==> config.mk <==
export PLATFORM = sky130hd
export DESIGN_NAME = tfct_ctrl
export DESIGN_NICKNAME = d
export VERILOG_FILES = /design/src/rtl/core/tfct_pkg.sv /design/src/rtl/core/tfct_ctrl.sv
export SDC_FILE = /design/constraint.sdc
export NUM_CORES = 1
export LEC_CHECK = 0
export BUFFER_PORTS_ARGS = -buffer_cell sky130_fd_sc_hd__buf_2
export CORE_AREA = 2 2 135 137
export CTS_CLUSTER_DIAMETER = 60
export DETAILED_ROUTE_END_ITERATION = 6
export DIE_AREA = 0 0 137 139
export PLACE_DENSITY = 0.75
export SYNTH_ARGS = -nofsm -noshare
export SYNTH_HDL_FRONTEND = slang
export SYNTH_SLANG_ARGS = --single-unit
export TNS_END_PERCENT = 50
==> constraint.sdc <==
create_clock -name clk -period 4.48 [get_ports clk]
set_input_delay 0 -clock clk [delete_from_list [all_inputs] [get_ports clk]]
set_output_delay 0 -clock clk [all_outputs]
set_load 0.02 [all_outputs]
==> src/rtl/core/tfct_pkg.sv <==
// Shared types and constants for the term frequency count table.
package tfct_pkg;

    localparam int ENTRIES_DEFAULT = 1024;
    localparam int CAP_W           = 11;
    localparam int KEY_W           = 32;
    localparam int CNT_IN_W        = 16;
    localparam int CTR_W           = 32;

    localparam logic [CAP_W-1:0] CAP_RESET = 11'd1024;

    // Result status codes
    typedef enum logic [2:0] {
        STAT_UPDATED   = 3'd0,
        STAT_INSERTED  = 3'd1,
        STAT_NOT_FOUND = 3'd2,
        STAT_DROPPED   = 3'd3,
        STAT_EMPTY     = 3'd4
    } status_t;

    // Operation selector
    typedef enum logic {
        FUNC_ADD    = 1'b0,
        FUNC_LOOKUP = 1'b1
    } func_t;

    // Controller states
    typedef enum logic [1:0] {
        S_CLEAR,
        S_IDLE,
        S_READ,
        S_CHECK
    } state_t;

    // One table slot as stored in the RAM
    typedef struct packed {
        logic             valid;
        logic [KEY_W-1:0] key;
        logic [CTR_W-1:0] docs;
        logic [CTR_W-1:0] terms;
    } entry_t;

    // One result word
    typedef struct packed {
        status_t          status;
        logic [CTR_W-1:0] docs;
        logic [CTR_W-1:0] terms;
    } result_t;

endpackage

==> src/rtl/core/tfct_ctrl.sv <==
// Probe sequencer: hashes the key, walks the probe chain and updates the table.
module tfct_ctrl
    import tfct_pkg::*;
#(
    parameter int ENTRIES = ENTRIES_DEFAULT,
    parameter int IDX_W   = $clog2(ENTRIES_DEFAULT),
    parameter int USED_W  = $clog2(ENTRIES_DEFAULT + 1)
)
(
    input  logic              clk,
    input  logic              rst_n,
    // item in
    input  logic              in_valid,
    output logic              in_ready,
    input  func_t             in_func,
    input  logic [KEY_W-1:0]  in_key,
    input  logic [CNT_IN_W-1:0] in_count,
    input  logic [CAP_W-1:0]  cap,
    // result out
    input  logic              out_free,
    output logic              res_valid,
    output result_t           res,
    // table RAM
    output logic              mem_wr_en,
    output logic [IDX_W-1:0]  mem_wr_addr,
    output entry_t            mem_wr_data,
    output logic              mem_rd_en,
    output logic [IDX_W-1:0]  mem_rd_addr,
    input  entry_t            mem_rd_data
);

    localparam int LIM_W = (USED_W > CAP_W) ? USED_W : CAP_W;
    localparam logic [IDX_W-1:0] LAST_IDX = IDX_W'(ENTRIES - 1);

    state_t state_reg, state_next;

    logic [IDX_W-1:0]    clr_idx_reg;
    logic [IDX_W-1:0]    idx_reg;
    logic [IDX_W-1:0]    probe_reg;
    logic [USED_W-1:0]   used_reg;
    func_t               func_reg;
    logic [KEY_W-1:0]    key_reg;
    logic [CNT_IN_W-1:0] count_reg;

    logic [IDX_W-1:0] home;
    logic [IDX_W-1:0] fold;
    logic [IDX_W:0]   fold_ext;
    logic [IDX_W-1:0] idx_step;

    logic            empty_lookup;
    logic            hit;
    logic            slot_free;
    logic            chain_end;
    logic            done;
    logic            can_insert;
    logic            do_update;
    logic            do_insert;
    logic [CTR_W:0]  docs_sum;
    logic [CTR_W:0]  terms_sum;
    logic [CTR_W-1:0] docs_sat;
    logic [CTR_W-1:0] terms_sat;
    logic            commit;

    // XOR-fold the 32-bit key down to the index width
    function automatic logic [IDX_W-1:0] fold_key(input logic [KEY_W-1:0] k);
        logic [IDX_W-1:0] h;
        h = '0;
        for (int i = 0; i < KEY_W; i++)
        begin
            h[i % IDX_W] = h[i % IDX_W] ^ k[i];
        end
        return h;
    endfunction

    // Home slot, folded value brought below ENTRIES
    always_comb
    begin
        fold     = fold_key(in_key);
        fold_ext = {1'b0, fold};
        if (fold_ext >= (IDX_W+1)'(ENTRIES))
        begin
            home = IDX_W'(fold_ext - (IDX_W+1)'(ENTRIES));
        end
        else
        begin
            home = fold;
        end
    end

    // Linear probe step with wrap
    assign idx_step = (idx_reg == LAST_IDX) ? '0 : idx_reg + 1'b1;

    // Slot check and counter update
    always_comb
    begin
        empty_lookup = (func_reg == FUNC_LOOKUP) && (used_reg == '0);
        hit          = mem_rd_data.valid && (mem_rd_data.key == key_reg);
        slot_free    = !mem_rd_data.valid;
        chain_end    = (probe_reg == LAST_IDX);
        done         = empty_lookup || hit || slot_free || chain_end;
        can_insert   = (LIM_W'(used_reg) < LIM_W'(cap)) &&
                       (LIM_W'(used_reg) < LIM_W'(ENTRIES));

        docs_sum  = {1'b0, mem_rd_data.docs} + (CTR_W+1)'(1);
        terms_sum = {1'b0, mem_rd_data.terms} + (CTR_W+1)'(count_reg);
        docs_sat  = docs_sum[CTR_W]  ? '1 : docs_sum[CTR_W-1:0];
        terms_sat = terms_sum[CTR_W] ? '1 : terms_sum[CTR_W-1:0];

        do_update = !empty_lookup && hit && (func_reg == FUNC_ADD);
        do_insert = !empty_lookup && !hit && slot_free &&
                    (func_reg == FUNC_ADD) && can_insert;

        res.status = STAT_DROPPED;
        res.docs   = '0;
        res.terms  = '0;
        if (empty_lookup)
        begin
            res.status = STAT_EMPTY;
        end
        else if (hit)
        begin
            res.status = STAT_UPDATED;
            if (func_reg == FUNC_ADD)
            begin
                res.docs  = docs_sat;
                res.terms = terms_sat;
            end
            else
            begin
                res.docs  = mem_rd_data.docs;
                res.terms = mem_rd_data.terms;
            end
        end
        else if (func_reg == FUNC_LOOKUP)
        begin
            res.status = STAT_NOT_FOUND;
        end
        else if (do_insert)
        begin
            res.status = STAT_INSERTED;
            res.docs   = CTR_W'(1);
            res.terms  = CTR_W'(count_reg);
        end
    end

    // Next state
    always_comb
    begin
        state_next = state_reg;
        case (state_reg)
            S_CLEAR:
            begin
                if (clr_idx_reg == LAST_IDX)
                begin
                    state_next = S_IDLE;
                end
            end
            S_IDLE:
            begin
                if (in_valid)
                begin
                    state_next = S_READ;
                end
            end
            S_READ:
            begin
                state_next = S_CHECK;
            end
            S_CHECK:
            begin
                if (!done)
                begin
                    state_next = S_READ;
                end
                else if (out_free)
                begin
                    state_next = S_IDLE;
                end
            end
            default:
            begin
                state_next = S_CLEAR;
            end
        endcase
    end

    // Outputs and RAM control
    always_comb
    begin
        in_ready    = 1'b0;
        res_valid   = 1'b0;
        mem_rd_en   = 1'b0;
        mem_rd_addr = idx_reg;
        mem_wr_en   = 1'b0;
        mem_wr_addr = idx_reg;
        mem_wr_data = '{valid: 1'b1, key: key_reg, docs: res.docs, terms: res.terms};
        case (state_reg)
            S_CLEAR:
            begin
                mem_wr_en   = 1'b1;
                mem_wr_addr = clr_idx_reg;
                mem_wr_data = '0;
            end
            S_IDLE:
            begin
                in_ready = 1'b1;
            end
            S_READ:
            begin
                mem_rd_en = 1'b1;
            end
            S_CHECK:
            begin
                res_valid = done;
                mem_wr_en = done && out_free && (do_update || do_insert);
            end
            default:
            begin
                in_ready = 1'b0;
            end
        endcase
    end

    assign commit = res_valid && out_free;

    // Control registers
    always_ff @(posedge clk or negedge rst_n)
    begin
        if (!rst_n)
        begin
            state_reg   <= S_CLEAR;
            clr_idx_reg <= '0;
            used_reg    <= '0;
            probe_reg   <= '0;
        end
        else
        begin
            state_reg <= state_next;
            if (state_reg == S_CLEAR)
            begin
                clr_idx_reg <= clr_idx_reg + 1'b1;
            end
            if (in_valid && in_ready)
            begin
                probe_reg <= '0;
            end
            else if (state_reg == S_CHECK && !done)
            begin
                probe_reg <= probe_reg + 1'b1;
            end
            if (commit && do_insert)
            begin
                used_reg <= used_reg + 1'b1;
            end
        end
    end

    // Item registers
    always_ff @(posedge clk)
    begin
        if (in_valid && in_ready)
        begin
            func_reg  <= in_func;
            key_reg   <= in_key;
            count_reg <= in_count;
            idx_reg   <= home;
        end
        else if (state_reg == S_CHECK && !done)
        begin
            idx_reg <= idx_step;
        end
    end

    // Fill count never passes the table size
    a_used_bound: assert property (@(posedge clk) disable iff (!rst_n)
        LIM_W'(used_reg) <= LIM_W'(ENTRIES))
        else $error("used count above table size");

    // Only an insert moves the fill count
    a_used_hold: assert property (@(posedge clk) disable iff (!rst_n)
        !(commit && do_insert) |=> $stable(used_reg))
        else $error("fill count moved without insert");

    // A table write in the check state always goes with a delivered result
    a_write_commit: assert property (@(posedge clk) disable iff (!rst_n)
        (mem_wr_en && state_reg == S_CHECK) |-> commit)
        else $error("table written without result");

    // An accepted word always starts a read
    a_accept_read: assert property (@(posedge clk) disable iff (!rst_n)
        (in_valid && in_ready) |=> (state_reg == S_READ))
        else $error("accepted word did not start a probe");

endmodule

Word-level counts from Yosys, hierarchy flattened --
Index checks and enable logic that the tools add are counted.
Word-level totals: flip-flop bits (word level) 92, output and inout bits 188, logic and storage cells 101
Cells by class: $add $sub $neg 6, $lt $le $gt $ge 2, equal/unequal tests 10, mux-type cells 25, bitwise logic cells 23, reduce and logical (&&, ||, !) cells 27
Operators with widths (count):
- $mux W64 | 3
- $mux W97 | 1
- $mux W67 | 1
- $mux W66 | 1
- $mux W32 | 2
- $mux W10 | 6
- $add A32 B1 Y33 const B | 1
- $add A32 B16 Y33 | 1
- $eq A32 B32 Y1 | 1
- $add A10 B1 Y10 const B | 3
- $eq A10 B10 Y1 const B | 3
- $xor A1 B1 Y1 | 22
- $logic_and A1 B1 Y1 | 15
- $add A11 B1 Y11 const B | 1
- $logic_not A11 Y1 | 1
- $lt A11 B11 Y1 | 1
- $lt A11 B11 Y1 const B | 1
- $mux W2 | 4
- $pmux W2 S4 | 1
- $mux W3 | 2
- $eq A2 B2 Y1 const B | 2
- $logic_not A1 Y1 | 4
- $logic_or A1 B1 Y1 | 4
- $ne A2 B2 Y1 const B | 2
- 8 further kinds | 10

Longest topological paths before layout --
Gate-level depths: netlist of the first run.
depth after elaboration 12, mapped depth 11, gate-level depth less buffers 9

Worst setup path before layout of the first run --
Ideal clock, no wire load.
path type register -> register, start point reg state_reg[1], end point reg count_reg[0] (enable), arrival 2.246 ns, slack 1.559 ns, stages on the path, launching flop included 6, path buffers 1, period minus slack after synthesis 2.921 ns, cell sequence dfrtp_1 inv_1 ha_1 nand2_1 clkbuf_1 clkinv_1
On the way: cells in the longest elaborated chain, start to end 3
RTL lines:
- start, declared | RTL line tfct_ctrl.sv:35 | state_t state_reg, state_next;
- start signal, assigned | RTL line tfct_ctrl.sv:238 | state_reg <= state_next;
- $eq A2 B1 Y1 | RTL line tfct_ctrl.sv:197 | case (state_reg)
- $mux W1 | RTL line tfct_ctrl.sv:197
- via in_ready | RTL line tfct_ctrl.sv:14 | output logic in_ready,
- $logic_and A1 B1 Y1 | RTL line tfct_ctrl.sv:261 | if (in_valid && in_ready)
- end signal, assigned | RTL line tfct_ctrl.sv:265 | count_reg <= in_count;
- end, declared | RTL line tfct_ctrl.sv:43 | logic [CNT_IN_W-1:0] count_reg;
The timed path passes the listed nets, and every way through them passes these cells. A chain may end at the register's enable or synchronous reset.

==> impl_metrics.toml, run 1 <==
[floorplan]
dieWidth_microns = 137
die_y_microns = 139
rows = 49
die_area_sq_um = 19040
ioPinCount = 349
core_area_sq_um = 17660
start_util = 0.4633

[logic_synthesis]
ys_ff_latch = 92
yosys-top-cells-area = "edfxtp_1, dfrtp_1, xnor2_1"
ys_seq_area_frac = 0.3175
syn-cell-area_sq_um = 8180
synth_edf_count = 59
synth.distinct_cells = 79
avgSynthCellArea_sq_um = 8.611
yosys.area.top_type = "edfxtp_1"
synth_warnings = 0
synth_top_area_share = 0.2166
synthArstFlopShare = 0.3587
syn_inst = 950
syn_nets = 1148
synth_ff_type = "edfxtp_1"

[sta]
tightest_slew_ns = 1.090
min_period_over_period = 0.8529
fin_tns_setup_ns = 0
maxSlewHeadroom = 0.2715
hold_violations = 0
period_needed_ns = 3.821
setup_viol = 0
slew_violations = 0
rsz0062_at_grt = "false"
max_freq_mhz = 261.7
clock_skew_ns = 0.007727

[pwr]
p_sw_frac = 0.4507
power_frac_clock = 0.181
seq_power_share = 0.305
p_int_mw = 2.471
total_power_mw = 4.499
power_density_nw_per_um2 = 414.8
p_leak_nw = 5.108
netSwitchingPower_mw = 2.028
pwr-share-comb = 0.514
vdd_drop_max_mv = 0.3623

[route]
drtPass1Iterations = 6
drt-vias-per-instance = 5.757
drt_iter0_drc = 515
route.detailed.drc = 0
drt-total-wl_mm = 29.55
ant_nets = 0
wl_per_cell_microns = 18.97
vias = 8970

[layout]
drive_above_1_share = 0.3029
fin_nets = 1520
largest_register_ffs = 32
fillCellCount = 1510
area_delta_synth_final_pct = 32.58
final_area_sq_um = 10850
stdcell_count = 1558
final_util = 0.6142

[global_routing]
globalRoute.totalOverflow = 0
first_global_vias = 8573
grt_max_degree = 57
grt.total_usage = 0.3017
grt_pass1_wl_mm = 45.19
antenna_found_initial = 2

[worst_hold_path]
holdCritPathClass = "in -> reg"
hold_path_depth = 3

[worst_setup_path]
critPathCaptureType = "output port"
worstPathRequired_ns = 4.48
critical_path.max_fanout = 17
critical_path.max_stage_delay_ns = 0.68
crit_path_start_kind = "flip-flop"
worstPathArrival_ns = 3.82
worstSetupPathType = "reg -> out"
crit_family = "compound AO/OA/AOI/OAI gates"
worstReg2RegEnd = "count_reg[4]"
crit_cells = 9
critPathBufInv = 1
crit_start = "used_reg[2]"
worstPathCellList = "ha_1, a21o_1, a31oi_1, o21ai_0, a2111oi_0, or2_1, o21ai_2, a211oi_1, buf_2"
reg2reg_depth = 5
endpoint = "mem_wr_data[32]"
r2r-start = "state_reg[1]"
cp_slowest_cell = "or2_1"
r2r_slack_ns = 1.64

[job]
maxCapViolCount = 0

[clock_tree]
path_clk_slew_ns = 0.07
cts_buffer_depth = 2
cts_root_buf = "clkbuf_16"
clkSinkCount = 92
ctsHtreeMaxLevel = 3
insertion_delay_ns = 0.34
cts_tree = "yes"
cts_buffers = 9
cts_resized = 0

[place]
dp.cells = 1490
io_buffers = 348
gp_congestion = 0.9510
dp_hpwl_mm = 22.20
placed_area_sq_um = 10010

[status]
status = "completed"
## area by class of cell
cell class | count | area (sq um) | area share
multi-input combinational | 775 | 5197 | 0.4792
sequential | 92 | 2597 | 0.2395
timing repair buffer | 403 | 2280 | 0.2102
clock buffer | 13 | 302.8 | 0.02792
tap | 229 | 286.5 | 0.02642
inverter | 41 | 153.9 | 0.01419
clock inverter | 3 | 22.52 | 0.002077
antenna | 2 | 5.005 | 0.0004615
## cell usage in the layout, fill, tap and decap left out, types with 5 or more instances in the layout
cell / n
a211oi_1: 6
a21oi_1: 61
a22o_1: 6
a311oi_1: 5
a31oi_1: 6
and2_1: 26
and3_1: 22
buf_2: 348
buf_4: 5
clkbuf_16: 11
dfrtp_1: 33
dlygate4sd3_1: 50
edfxtp_1: 59
ha_1: 35
inv_1: 40
mux2_2: 12
mux2i_1: 14
nand2_1: 77
nand2b_1: 11
nand3_1: 43
nand4_1: 30
nor2_1: 88
nor2b_1: 33
nor3_1: 25
nor4_1: 11
o211ai_1: 11
o21a_1: 5
o21ai_0: 33
o22ai_1: 9
xnor2_1: 84
xor2_1: 40
## worst min path at each step
stage / startpoint / endpoint / slack [ns]
finish: out_free / state_reg[1] / 0.07
global route: out_free / state_reg[1] / 0.08
CTS: out_free / state_reg[1] / 0.07
detailed placement: rst_n / clr_idx_reg[8] / 0.11
global placement: rst_n / clr_idx_reg[6] / 0.11
floorplan: rst_n / clr_idx_reg[0] / -0.30
## metal layers
layer	track usage	routed length [microns]
met2	0.5103	14490
met3	0.06579	2389
met5	0	0
met4	0.1519	1377
met1	0.3568	11300
## power by group through the flow
stage / clock network, mW / registers (mW) / logic (mW)
floorplan: 0 / 1.36 / 1.50
global placement: 0 / 1.37 / 2.22
detailed placement: 0 / 1.37 / 2.25
CTS: 0.831 / 1.36 / 2.29
global route: 0.852 / 1.40 / 2.50
finish: 0.816 / 1.37 / 2.31
## stage by stage
step / setup slack (ns) / hold slack [ns]
final: 0.6592 / 0.07087
after global routing: 0.3592 / 0.07521
after CTS: 0.6808 / 0.06960
after detailed placement: 1.066 / 0.1094
after global placement: 1.171 / 0.1133
after floorplan: 1.559 / -0.2956
## Yosys cell counts, types with 21 or more instances
master     n
a21oi_1   61
and2_1    26
and3_1    22
clkbuf_1  21
dfrtp_1   33
edfxtp_1  59
ha_1      36
inv_1     40
nand2_1   78
nand3_1   43
nand4_1   30
nor2_1    88
nor2b_1   33
nor3_1    25
o21ai_0   33
xnor2_1   84
xor2_1    40
## timing repair
action                     in CTS  in global routing
hold buffers                   50                  0
setup buffers                   0                  0
setup endpoints to repair       0                  0
hold endpoints to repair       82                  0
## tightest hold or removal path: stages
cell       delay, ns
buf_2           0.11
o21a_1          0.15
o2bb2ai_1       0.11
## cell families (layout without fill, tap and decap cells)
logic type / Yosys count / count (layout) / synth area share
buffers and inverters: 83 / 460 / 0.04772
AOI/OAI and AO/OA: 199 / 199 / 0.1684
muxes: 26 / 26 / 0.03365
xor gates and xnor gates: 124 / 124 / 0.1328
adders and majority gates: 37 / 37 / 0.05751
DFF: 92 / 92 / 0.3175
other: 0 / 2 / 0
and+or+nand+nor: 389 / 389 / 0.2424
No activity file was read; power rests on OpenSTA's default activity.
==> run 2, diff against run 1 <==
- SLEW_MARGIN: default -> 20
- clock period: 4.48 -> 4.8 ns (I/O delays scaled with it)
==> impl_metrics.toml, run 2 (synthesis gave the netlist of run 1 again) <==
[status]
status = "completed"

[clock_tree]
cts_buffer_depth = 2
clkSinkCount = 92
cts_buffers = 9
ctsHtreeMaxLevel = 3
cts_tree = "yes"
cts_resized = 0
insertion_delay_ns = 0.34
path_clk_slew_ns = 0.07
cts_root_buf = "clkbuf_16"

[floorplan]
core_area_sq_um = 17660
die_y_microns = 139
start_util = 0.4633
dieWidth_microns = 137
die_area_sq_um = 19040
rows = 49
ioPinCount = 349

[worst_setup_path]
critical_path.max_stage_delay_ns = 0.68
r2r_slack_ns = 1.97
crit_path_start_kind = "flip-flop"
r2r-start = "state_reg[1]"
cp_slowest_cell = "or2_1"
worstPathArrival_ns = 3.81
worstPathRequired_ns = 4.80
critical_path.max_fanout = 17
critPathBufInv = 1
worstPathCellList = "ha_1, a21o_1, a31oi_1, o21ai_0, a2111oi_0, or2_1, o21ai_2, a211oi_1, buf_2"
worstReg2RegEnd = "key_reg[20]"
worstSetupPathType = "reg -> out"
reg2reg_depth = 5
critPathCaptureType = "output port"
crit_family = "compound AO/OA/AOI/OAI gates"

[layout]
largest_register_ffs = 32
final_util = 0.6133
drive_above_1_share = 0.3020
regArea_sq_um = 2597
layout_common_cells = "buf_2, nor2_1, xnor2_1"
final_common_cell = "buf_2"
fin_nets = 1521
fillCellCount = 1561
multi_input_area_sq_um = 5202
area_delta_synth_final_pct = 32.38

[global_routing]
first_global_vias = 8534
globalRoute.totalOverflow = 0
grt_max_degree = 57
antenna_found_initial = 2
grt.total_usage = 0.3016
grt_pass1_wl_mm = 45.02

[pwr]
power_frac_clock = 0.172
p_sw_frac = 0.4526
vdd_drop_max_mv = 0.3327
pwr-share-comb = 0.520
netSwitchingPower_mw = 1.877
p_leak_nw = 5.100
seq_power_share = 0.308
p_int_mw = 2.270
power_density_nw_per_um2 = 383.0

[worst_hold_path]
min-delay-start = "out_free"
holdCritPathClass = "in -> reg"
hold_path_depth = 3
min_to = "state_reg[1]"

[route]
drt-vias-per-instance = 5.716
route.detailed.drc = 0
ant_nets = 0
vias = 8905
drt_iter0_drc = 581
drt-total-wl_mm = 29.70
drtPass1Iterations = 5
wl_per_cell_microns = 19.06

[sta]
rsz0062_at_grt = "false"
min_period_over_period = 0.7942
setup_viol = 0
tightest_slew_ns = 0.9025
max_freq_mhz = 262.3
maxSlewHeadroom = 0.3977
clock_skew_ns = 0.006642
period_needed_ns = 3.812
final.setup.worst_slack_ns = 0.9879
slew_violations = 0
fin_tns_setup_ns = 0
hold_violations = 0

[place]
gp_congestion = 0.9646
io_buffers = 348
dp_hpwl_mm = 22.33
post-place-ws_ns = 1.359

[job]
maxCapViolCount = 0
==> run 2: final cells by class <==
class | count | share of cell area
multi-input combinational | 775 | 0.4804
timing repair buffer | 404 | 0.2112
sequential | 92 | 0.2399
clock inverter | 3 | 0.001618
antenna | 1 | 0.0002311
inverter | 41 | 0.01421
clock buffer | 13 | 0.02600
tap | 229 | 0.02646
==> run 2: worst max-delay path by stage <==
stage	from	to	slack, ns	depth (start not counted)
global route	used_reg[2]	mem_wr_data[32]	0.71	9
finish	used_reg[2]	mem_wr_data[32]	0.99	9
floorplan	state_reg[1]	count_reg[0]	1.88	5
detailed placement	used_reg[2]	mem_wr_data[32]	1.36	9
global placement	used_reg[2]	mem_wr_data[32]	1.44	9
CTS	used_reg[2]	mem_wr_data[32]	0.97	9
==> run 2: through the flow <==
stage | hold WS (ns) | power, mW | instances | cell area, sq um
finish | 0.06844 | 4.147 | 1558 | 10830
global route | 0.1123 | 4.390 | 1558 | 10830
CTS | 0.06383 | 4.135 | 1557 | 10820
detailed placement | 0.1111 | 3.383 | 1491 | 10020
global placement | 0.1102 | 3.355 | 1491 | 10020
floorplan | -0.2956 | 2.669 | 950 | 8180
==> run 2: power groups by stage <==
stage	Sequential, mW	Combinational [mW]	Clock (mW)
floorplan	1.27	1.40	0
global placement	1.28	2.08	0
detailed placement	1.28	2.10	0
CTS	1.27	2.14	0.724
global route	1.30	2.33	0.756
finish	1.28	2.15	0.715
==> run 2: per-layer routing <==
metal / track usage / wire [microns] / share of wire / vias to the layer above
li1: - / - / - / 4190
met1: 0.3461 / 11130 / 0.37 / 4155
met2: 0.5195 / 14580 / 0.49 / 477
met3: 0.07018 / 2596 / 0.087 / 83
met4: 0.1508 / 1397 / 0.047 / 0
met5: 0 / 0 / 0 / -
==> run 2: timing repair <==
action	4_1_cts	5_1_grt
hold endpoints to repair	82	0
hold buffers	50	0
setup buffers	0	0
==> run 2: tightest hold or removal path: stages <==
cell	delay [ns]
buf_2	0.11
o21a_1	0.14
o2bb2ai_1	0.12
